<file path="src/design/multi_channel_fade_envelope_unit_assert.svh">
// Assertion macros shared by the fade envelope RTL.
// Each macro expects clk and rst_n to be visible in the including module.
`ifndef MULTI_CHANNEL_FADE_ENVELOPE_UNIT_ASSERT_SVH
`define MULTI_CHANNEL_FADE_ENVELOPE_UNIT_ASSERT_SVH

// Same-cycle implication, checked outside reset.
`define MCFE_ASSERT_IMP(lbl, ante, cons, msg) \
  lbl: assert property (@(posedge clk) disable iff (!rst_n) (ante) |-> (cons)) \
    else $error(msg);

// Next-cycle implication, checked outside reset.
`define MCFE_ASSERT_NEXT(lbl, ante, cons, msg) \
  lbl: assert property (@(posedge clk) disable iff (!rst_n) (ante) |=> (cons)) \
    else $error(msg);

`endif

</file>
<file path="src/design/mcfe_pkg.sv">
// Shared types and constants for the multi-channel fade envelope unit.
// No dependencies; used by mcfe_div and the top level.
package mcfe_pkg;

  localparam int TIME_W  = 32;
  localparam int MS_W    = 16;
  localparam int CHIN_W  = 4;
  localparam int LEVEL_W = 16;
  localparam int CNT_W   = 5;
  localparam int CFG_IDX_W  = 1;
  localparam int CFG_DATA_W = 5;
  localparam int DIV_STEPS  = 16;
  localparam int STEP_W     = 4;

  // Unity level in unsigned Q1.15.
  localparam logic [LEVEL_W-1:0] LEVEL_ONE = 16'h8000;

  // Request codes.
  localparam logic REQ_START = 1'b0;
  localparam logic REQ_TICK  = 1'b1;

  // Configuration register indexes.
  localparam logic [CFG_IDX_W-1:0] CFG_MODEL_PRESENT = 1'b0;
  localparam logic [CFG_IDX_W-1:0] CFG_CHANNEL_COUNT = 1'b1;

  // Divider request: dividend must not exceed divisor, divisor is nonzero.
  typedef struct packed {
    logic             start;
    logic [MS_W-1:0]  dividend;
    logic [MS_W-1:0]  divisor;
  } div_req_t;

  // Divider response: done pulses for one cycle with the quotient.
  typedef struct packed {
    logic              done;
    logic [LEVEL_W-1:0] quot;
  } div_rsp_t;

endpackage

</file>
<file path="src/design/mcfe_div.sv">
// Serial restoring divider giving floor(dividend * 32768 / divisor).
// Depends on mcfe_pkg for the request and response types.
module mcfe_div (
  input  logic               clk,
  input  logic               rst_n,
  input  mcfe_pkg::div_req_t req,
  output mcfe_pkg::div_rsp_t rsp
);
  import mcfe_pkg::*;

  logic [MS_W:0]      rem_r, rem_nxt;
  logic [LEVEL_W-1:0] quo_r, quo_nxt;
  logic [MS_W-1:0]    dvs_r;
  logic [STEP_W-1:0]  step_r;
  logic               busy_r;
  logic               done_r;
  logic [MS_W:0]      trial;
  logic               fits;

  // First step compares the dividend itself, later steps shift the remainder.
  always_comb begin
    trial   = (step_r == '0) ? rem_r : {rem_r[MS_W-1:0], 1'b0};
    fits    = (trial >= {1'b0, dvs_r});
    rem_nxt = fits ? (trial - {1'b0, dvs_r}) : trial;
    quo_nxt = {quo_r[LEVEL_W-2:0], fits};
  end

  // Control state.
  always_ff @(posedge clk) begin
    if (!rst_n) begin
      busy_r <= 1'b0;
      done_r <= 1'b0;
      step_r <= '0;
    end else begin
      done_r <= 1'b0;
      if (req.start) begin
        busy_r <= 1'b1;
        step_r <= '0;
      end else if (busy_r) begin
        step_r <= step_r + 1'b1;
        if (step_r == STEP_W'(DIV_STEPS - 1)) begin
          busy_r <= 1'b0;
          done_r <= 1'b1;
        end
      end
    end
  end

  // Datapath registers.
  always_ff @(posedge clk) begin
    if (req.start) begin
      rem_r <= {1'b0, req.dividend};
      dvs_r <= req.divisor;
      quo_r <= '0;
    end else if (busy_r) begin
      rem_r <= rem_nxt;
      quo_r <= quo_nxt;
    end
  end

  assign rsp.done = done_r;
  assign rsp.quot = quo_r;

endmodule

</file>
<file path="src/design/multi_channel_fade_envelope_unit.sv">
// Multi-channel fade envelope unit. A start request gives no result.
// A tick walks the channels, each through read, evaluate, compare and output; a
// fading channel also waits on the 16-step serial divider, and the output can stall.
// Input is stalled from a tick's transfer until its last result is transferred.
// Synchronous active-low reset clears all channels to off with level zero.
// Depends on mcfe_pkg, mcfe_div and the assertion macro header.
`include "multi_channel_fade_envelope_unit_assert.svh"

module multi_channel_fade_envelope_unit #(
  parameter int MAX_CHANNELS = 16
) (
  input  logic                              clk,
  input  logic                              rst_n,
  // Request channel
  input  logic                              in_valid,
  output logic                              in_stall,
  input  logic                              in_req_type,
  input  logic [mcfe_pkg::CHIN_W-1:0]       in_channel_index,
  input  logic [mcfe_pkg::MS_W-1:0]         in_rise_ms,
  input  logic [mcfe_pkg::MS_W-1:0]         in_fall_ms,
  input  logic [mcfe_pkg::TIME_W-1:0]       in_time_now,
  // Result channel
  output logic                              out_valid,
  input  logic                              out_stall,
  output logic [mcfe_pkg::CHIN_W-1:0]       out_channel_index_out,
  output logic [mcfe_pkg::LEVEL_W-1:0]      out_level,
  output logic                              out_active,
  output logic                              out_last,
  // Configuration write channel
  input  logic                              cfg_valid,
  output logic                              cfg_ready,
  input  logic [mcfe_pkg::CFG_IDX_W-1:0]    cfg_index,
  input  logic [mcfe_pkg::CFG_DATA_W-1:0]   cfg_data
);
  import mcfe_pkg::*;

  localparam int CH_W  = (MAX_CHANNELS > 1) ? $clog2(MAX_CHANNELS) : 1;
  localparam int LIM_W = $clog2(MAX_CHANNELS + 1);
  localparam int TIM_W = TIME_W + 2 * MS_W;

  typedef enum logic [2:0] {
    S_IDLE, S_RD, S_EVAL, S_CMP, S_DIV, S_OUT
  } state_t;

  state_t             state_r, state_nxt;
  logic               model_present_r;
  logic [CNT_W-1:0]   channel_count_r;

  logic [CH_W-1:0]    n_r, n_nxt;
  logic [LIM_W-1:0]   lim_r, lim_nxt;
  logic [TIME_W-1:0]  now_r, now_nxt;
  logic [TIME_W-1:0]  elapsed_r, elapsed_nxt;
  logic [MS_W:0]      span_r, span_nxt;
  logic               falling_r, falling_nxt;

  logic [MAX_CHANNELS-1:0] act_r, act_nxt;
  logic [MAX_CHANNELS-1:0] started_r, started_nxt;

  logic               out_valid_r, out_valid_nxt;
  logic [CHIN_W-1:0]  out_ch_r, out_ch_nxt;
  logic [LEVEL_W-1:0] out_level_r, out_level_nxt;
  logic               out_active_r, out_active_nxt;
  logic               out_last_r, out_last_nxt;

  // Channel timing and level memories.
  logic [TIM_W-1:0]   tim_mem [MAX_CHANNELS];
  logic [LEVEL_W-1:0] lvl_mem [MAX_CHANNELS];
  logic [TIM_W-1:0]   tim_rd_r;
  logic [LEVEL_W-1:0] lvl_rd_r;
  logic               tim_we;
  logic [CH_W-1:0]    tim_wa;
  logic [TIM_W-1:0]   tim_wd;
  logic               lvl_we;
  logic [CH_W-1:0]    lvl_wa;
  logic [LEVEL_W-1:0] lvl_wd;

  logic               in_xfer;
  logic               out_xfer;
  logic               is_last;
  logic [TIME_W-1:0]  st_time;
  logic [MS_W-1:0]    st_rise;
  logic [MS_W-1:0]    st_fall;
  logic [LEVEL_W-1:0] cur_level;
  logic [MS_W-1:0]    rise_min;
  logic [MS_W-1:0]    fall_min;
  div_req_t           div_req;
  div_rsp_t           div_rsp;

  assign in_stall  = (state_r != S_IDLE);
  assign in_xfer   = in_valid && !in_stall;
  assign out_xfer  = out_valid_r && !out_stall;
  assign cfg_ready = 1'b1;

  assign {st_time, st_rise, st_fall} = tim_rd_r;
  assign cur_level = started_r[n_r] ? lvl_rd_r : '0;
  assign is_last   = ((LIM_W+1)'(n_r) + 1'b1) == (LIM_W+1)'(lim_r);
  assign rise_min  = (in_rise_ms == '0) ? MS_W'(1) : in_rise_ms;
  assign fall_min  = (in_fall_ms == '0) ? MS_W'(1) : in_fall_ms;

  mcfe_div u_div (
    .clk   (clk),
    .rst_n (rst_n),
    .req   (div_req),
    .rsp   (div_rsp)
  );

  // Configuration registers.
  always_ff @(posedge clk) begin
    if (!rst_n) begin
      model_present_r <= 1'b0;
      channel_count_r <= CNT_W'(1);
    end else if (cfg_valid && cfg_ready) begin
      unique case (cfg_index)
        CFG_MODEL_PRESENT: model_present_r <= cfg_data[0];
        CFG_CHANNEL_COUNT: channel_count_r <= cfg_data[CNT_W-1:0];
        default: ;
      endcase
    end
  end

  // Sequencer: accepts a request; a start writes one channel, a tick walks channels one at a time.
  always_comb begin
    state_nxt      = state_r;
    n_nxt          = n_r;
    lim_nxt        = lim_r;
    now_nxt        = now_r;
    elapsed_nxt    = elapsed_r;
    span_nxt       = span_r;
    falling_nxt    = falling_r;
    act_nxt        = act_r;
    started_nxt    = started_r;
    out_valid_nxt  = out_valid_r;
    out_ch_nxt     = out_ch_r;
    out_level_nxt  = out_level_r;
    out_active_nxt = out_active_r;
    out_last_nxt   = out_last_r;
    tim_we         = 1'b0;
    tim_wa         = CH_W'(in_channel_index);
    tim_wd         = {in_time_now, rise_min, fall_min};
    lvl_we         = 1'b0;
    lvl_wa         = CH_W'(in_channel_index);
    lvl_wd         = '0;
    div_req.start    = 1'b0;
    div_req.dividend = elapsed_r[MS_W-1:0];
    div_req.divisor  = st_rise;

    unique case (state_r)
      S_IDLE: begin
        if (in_xfer && model_present_r) begin
          if (in_req_type == REQ_START) begin
            if (int'(in_channel_index) < MAX_CHANNELS) begin
              tim_we = 1'b1;
              lvl_we = 1'b1;
              act_nxt[CH_W'(in_channel_index)]     = 1'b1;
              started_nxt[CH_W'(in_channel_index)] = 1'b1;
            end
          end else begin
            now_nxt = in_time_now;
            n_nxt   = '0;
            if (int'(channel_count_r) > MAX_CHANNELS) begin
              lim_nxt = LIM_W'(MAX_CHANNELS);
            end else begin
              lim_nxt = LIM_W'(channel_count_r);
            end
            if (channel_count_r != '0) begin
              state_nxt = S_RD;
            end
          end
        end
      end
      S_RD: begin
        state_nxt = S_EVAL;
      end
      S_EVAL: begin
        elapsed_nxt = now_r - st_time;
        span_nxt    = {1'b0, st_rise} + {1'b0, st_fall};
        state_nxt   = S_CMP;
      end
      S_CMP: begin
        out_ch_nxt   = CHIN_W'(n_r);
        out_last_nxt = is_last;
        if (!act_r[n_r] || (elapsed_r > TIME_W'(span_r))) begin
          // Idle channel, or fade just ended: report the stored level.
          act_nxt[n_r]   = 1'b0;
          out_level_nxt  = cur_level;
          out_active_nxt = 1'b0;
          out_valid_nxt  = 1'b1;
          state_nxt      = S_OUT;
        end else begin
          div_req.start = 1'b1;
          if (elapsed_r < TIME_W'(st_rise)) begin
            falling_nxt = 1'b0;
          end else begin
            falling_nxt      = 1'b1;
            div_req.dividend = MS_W'(elapsed_r[MS_W:0] - {1'b0, st_rise});
            div_req.divisor  = st_fall;
          end
          state_nxt = S_DIV;
        end
      end
      S_DIV: begin
        if (div_rsp.done) begin
          lvl_wd         = falling_r ? (LEVEL_ONE - div_rsp.quot) : div_rsp.quot;
          lvl_we         = 1'b1;
          lvl_wa         = n_r;
          out_level_nxt  = lvl_wd;
          out_active_nxt = 1'b1;
          out_valid_nxt  = 1'b1;
          state_nxt      = S_OUT;
        end
      end
      S_OUT: begin
        if (out_xfer) begin
          out_valid_nxt = 1'b0;
          if (out_last_r) begin
            state_nxt = S_IDLE;
          end else begin
            n_nxt     = n_r + 1'b1;
            state_nxt = S_RD;
          end
        end
      end
      default: state_nxt = S_IDLE;
    endcase
  end

  // State and registered outputs.
  always_ff @(posedge clk) begin
    if (!rst_n) begin
      state_r     <= S_IDLE;
      act_r       <= '0;
      started_r   <= '0;
      out_valid_r <= 1'b0;
      n_r         <= '0;
    end else begin
      state_r     <= state_nxt;
      act_r       <= act_nxt;
      started_r   <= started_nxt;
      out_valid_r <= out_valid_nxt;
      n_r         <= n_nxt;
    end
    lim_r        <= lim_nxt;
    now_r        <= now_nxt;
    elapsed_r    <= elapsed_nxt;
    span_r       <= span_nxt;
    falling_r    <= falling_nxt;
    out_ch_r     <= out_ch_nxt;
    out_level_r  <= out_level_nxt;
    out_active_r <= out_active_nxt;
    out_last_r   <= out_last_nxt;
  end

  // Memory ports: one write and one registered read each.
  always_ff @(posedge clk) begin
    if (tim_we) begin
      tim_mem[tim_wa] <= tim_wd;
    end
    tim_rd_r <= tim_mem[n_r];
  end

  always_ff @(posedge clk) begin
    if (lvl_we) begin
      lvl_mem[lvl_wa] <= lvl_wd;
    end
    lvl_rd_r <= lvl_mem[n_r];
  end

  assign out_valid             = out_valid_r;
  assign out_channel_index_out = out_ch_r;
  assign out_level             = out_level_r;
  assign out_active            = out_active_r;
  assign out_last              = out_last_r;

  // A result is only presented from the output state.
  `MCFE_ASSERT_IMP(a_out_in_state, out_valid_r, state_r == S_OUT, "result outside output state")
  // Levels never exceed unity.
  `MCFE_ASSERT_IMP(a_level_range, out_valid_r, out_level_r <= LEVEL_ONE, "level above 1.0")
  // The final result of a tick returns the sequencer to idle.
  `MCFE_ASSERT_NEXT(a_last_idle, out_xfer && out_last_r, state_r == S_IDLE, "no idle after last")
  // A divider result only arrives while the sequencer waits for it.
  `MCFE_ASSERT_IMP(a_div_wait, div_rsp.done, state_r == S_DIV, "divider done while not waiting")

endmodule

</file>
<file path="config.mk">
export PLATFORM = sky130hd
export DESIGN_NAME = multi_channel_fade_envelope_unit
export DESIGN_NICKNAME = d
export VERILOG_FILES = /design/src/design/mcfe_pkg.sv /design/src/design/mcfe_div.sv /design/src/design/multi_channel_fade_envelope_unit.sv
export VERILOG_INCLUDE_DIRS = /design/src /design/src/design
export SDC_FILE = /design/constraint.sdc
export NUM_CORES = 2
export LEC_CHECK = 0
export ABC_AREA = 1
export BUFFER_PORTS_ARGS = -buffer_cell sky130_fd_sc_hd__clkbuf_2
export CORE_MARGIN = 4
export CORE_UTILIZATION = 67
export DETAILED_ROUTE_END_ITERATION = 7
export PLACE_DENSITY = 0.84
export SETUP_SLACK_MARGIN = 0.2
export SKIP_CTS_REPAIR_TIMING = 1
export SLEW_MARGIN = 15
export SYNTH_ARGS = -nofsm -noshare
export SYNTH_HDL_FRONTEND = slang
export SYNTH_SLANG_ARGS = --single-unit
</file>
<file path="constraint.sdc">
create_clock -name clk -period 9.57 [get_ports clk]
set_input_delay 0.4785 -clock clk [delete_from_list [all_inputs] [get_ports clk]]
set_output_delay 0.4785 -clock clk [all_outputs]
set_load 0.05 [all_outputs]
</file>
==> impl_results.md <==
- CTS Buf Count: between 150 and 200
- Final WS setup: 4870 ps
- Synthesis Warnings: 0
- Worst reg2reg endpoint: u_div.rem_r[11]
- Skew final: 28.3 ps
- Tcrit/Tclk final: 0.491
- Status: finished clean
- Final wirelength: 166000 um
- First-pass GRT wire length: about 250000 um
- Rel. slew slack: 0.192
- Gr ovfl total: 0
- CP bufs+invs: 2
- Vias/cell: ~6.5
- Core Area: ~95000 um2
- DR vias: 44.7k
- CP max stage delay: 770 ps
- Post-Synthesis Cells: 5462
- Seq cells post-synth: between 1.5k and 2k
- TritonCTS clock tree: built
- Crit start category: register
- Post-Syn Nets: 5649
- Ys async rst share: 0
- Most common cell on crit path: nand2_1
- Number of flops mapped to enable cells by yosys: 1421
- Max-slew violations: 0
- Die height: 318 um
- Initial antenna violation count: 6
- Largest area contributor in the netlist: edfxtp_1
- Placer's final routability congestion estimate: 0.930
- DRC errors left: 0
- Top delay family on crit path: simple AND/OR/NAND/NOR gates
- Starting DRC count in detailed routing: 6981
- FILL cells: 5823
- Total of max-cap violations: 0
- Data required, critical path: 10090 ps
- Fin crit period: 4700 ps
- Cell Area, Synth: about 64000 um2
- Distinct cells, synth: 51
- Slowest cell on the critical path: nand3_1
- Drt pass-1 iters: 8
- CP max FO: 32
- Crit path launch: u_div.step_r[1]
- Routed length per instance: 24.3 um
- Top-level I/O count: 105
- Largest net degree at the start of global routing: 260
- Setup CP Type: reg2reg
- Nets: 5635
- Max Fclk: 213 MHz
- Endpoints failing setup: 0
- WHS Endpoint: channel_count_r[0]
- Pwr per Cell Area: between 200 and 300 nW/um2
- Clock Path Buffers: 3
- Maximum VDD drop: around 0.21 mV
- Gr usage total: 0.321
- Cells on worst reg2reg path: 17
- Initial cell density of the core: 0.677
- Ys flop type: edfxtp_1
- Synth top area share: 0.662
- Synth area leaders: edfxtp_1 66%, o21ai_0 5.9%, nor2_1 4.9%
- Crit path arrival time: 5220 ps
- Post-DP HPWL: roughly 86000 um
- Pre-CTS setup slack: 5060 ps
- Root Driver: clkbuf_16
- RSZ-0062 raised after global routing: no
- Layout cells sized above 1: 0.0757
- H-tree depth: 4
- Leak: about 25 nW
- Seq/Total Area, Yosys: 0.708
- Setup slack, reg-to-reg: just under 5000 ps
- Crit path capture type: register
- CTS clk-pin slew, worst paths: 60 ps
- R2R Path Start: u_div.step_r[1]
- Setup TNS: 0 ps
- PortBufs: 103
- Worst skew pair latency: ~780 ps
- Number of clock sinks: 1570
- Syn avg cell area: 11.8 um2
- Slew @ Worst Pin: 1210 ps
- Hold WC Path Type: in2reg
- Vias in the first global route: 42.9k
- Crit-path cells: inv_1 > ha_1 > nand3_1 > o21ai_0 > ha_1 > nand3_1 > nand2_1 > a21oi_1 > o21ai_0 > nand2_1 > nand2_1 > nand2_1 > nand2_2 > inv_1 > o21ai_0 > nor2_1 > nor2_1
- Layout overhead on the synthesized area: 9.57%
- Antenna Nets Post-Route: 0
- Hold-critical path depth: 3
- Hold_sp: cfg_valid
- Final hold vios: 0
- Die X: 318 um
- Core Rows: 113
- Die ar.: 101000 um2
## how the worst max path moves through the flow
stage | depth (start not counted) | end | slack [ps]
final | 17 | u_div.rem_r[11] | 4870
after global placement | 14 | u_div.rem_r[10] | 5150
after detailed placement | 17 | u_div.rem_r[11] | 5060
after CTS | 17 | u_div.rem_r[11] | 4980
after floorplan | 6 | state_r[0] | 5230
after global routing | 17 | u_div.rem_r[11] | 4440
## metrics by stage
stage	hold WS, ps	cells	utilization	total power [mW]	area [um2]
3_5_place_dp	447	6558	0.691	12.2	65800
4_1_cts	-52.4	6838	0.741	17.9	70600
5_1_grt	17.2	6844	0.741	18.7	70600
2_1_floorplan	403	5462	-	11.0	64500
6_report	13.8	6845	0.741	18.0	70600
3_3_place_gp	443	6558	0.691	12.0	65800
## cells by family after synthesis
| logic type | after synthesis | synth area share |
|---|---|---|
| buffers and inverters | 617 | 0.0371 |
| other | 1 | 0.0000582 |
| XOR/XNOR | 80 | 0.0109 |
| AO/OA/AOI/OAI | 1321 | 0.112 |
| flip-flops | 1570 | 0.708 |
| adder cells (fa/ha/maj) | 107 | 0.0212 |
| AND/OR/NAND/NOR | 1766 | 0.110 |
## cells in the mapped netlist (3+ instances only)
| cell | number |
|---|---|
| edfxtp_1 | 1421 |
| nand3_2 | 5 |
| buf_1 | 13 |
| o22ai_1 | 321 |
| nand2_2 | 6 |
| xnor2_1 | 24 |
| nor4_1 | 14 |
| a31oi_1 | 8 |
| fa_1 | 4 |
| a211oi_1 | 3 |
| buf_6 | 7 |
| o211ai_1 | 28 |
| o21bai_1 | 10 |
| o21ai_1 | 10 |
| nor2_1 | 838 |
| a21boi_0 | 3 |
| o21a_1 | 5 |
| a21oi_1 | 143 |
| o21ai_0 | 761 |
| inv_2 | 6 |
| dfxtp_1 | 149 |
| nand2_1 | 700 |
| a221oi_1 | 3 |
| inv_1 | 293 |
| a21o_1 | 13 |
| nor3_1 | 18 |
| nand4_1 | 96 |
| xor2_1 | 56 |
| clkbuf_1 | 281 |
| nand3_1 | 77 |
| nor2_2 | 3 |
| ha_1 | 103 |
| buf_2 | 14 |
## state kept, by name (all words and copies together), names as in the netlist, 17 cells and up
signal and flops:
tim_mem 1024, lvl_mem 256, tim_rd_r 64, elapsed_r 32
now_r 32, span_r 17, u_div.rem_r 17
## cell type report
class,count,area [um2],share of cell area
clock buffers,199,4130,0.0584
repair buffers,148,881,0.0125
well taps,1265,1580,0.0224
diodes,6,15.0,0.000213
multi-input cells,3275,16500,0.234
inverters,301,1190,0.0168
flip-flops and latches,1570,45700,0.646
clock inverters,81,676,0.00956
## report_power, final
part           switching [mW]  internal [mW]  total (mW)
Sequential              0.288           7.89        8.17
Combinational            2.80           1.23        4.02
Clock                    2.52           3.29        5.81
## worst min-delay path, delay by kind of cell
kind | cells | cell delay (ps)
buf+inv | 1 | 100
simple gates | 2 | 160
## per-layer routing
| layer | global-route usage | vias up | routed length, um |
|---|---|---|---|
| met4 | 0.137 | 0 | 6980 |
| met2 | 0.515 | 3287 | 79600 |
| met3 | 0.0578 | 537 | 20100 |
| met5 | 0 | - | 0 |
| met1 | 0.440 | 21300 | 59300 |
| li1 | - | 19500 | - |
## placed cells by master, fill, tap and decap left out, drive strengths merged, types with 8 or more instances in the layout
| master | netlist | layout |
|---|---|---|
| dfxtp | 149 | 149 |
| edfxtp | 1421 | 1421 |
| nor4 | 14 | 14 |
| clkbuf | 281 | 302 |
| nor2 | 842 | 842 |
| o22ai | 321 | 321 |
| clkinv | 2 | 66 |
| a31oi | 8 | 8 |
| xnor2 | 24 | 24 |
| buf | 35 | 44 |
| nand2 | 707 | 707 |
| a21o | 13 | 13 |
| inv | 299 | 303 |
| nor3 | 18 | 18 |
| o21ai | 773 | 773 |
| ha | 103 | 103 |
| xor2 | 56 | 56 |
| o21bai | 10 | 10 |
| nand4 | 96 | 96 |
| bufinv | 0 | 9 |
| o211ai | 28 | 28 |
| a21oi | 143 | 143 |
| nand3 | 82 | 82 |
Note: power is estimated with default switching activity, not from simulation.
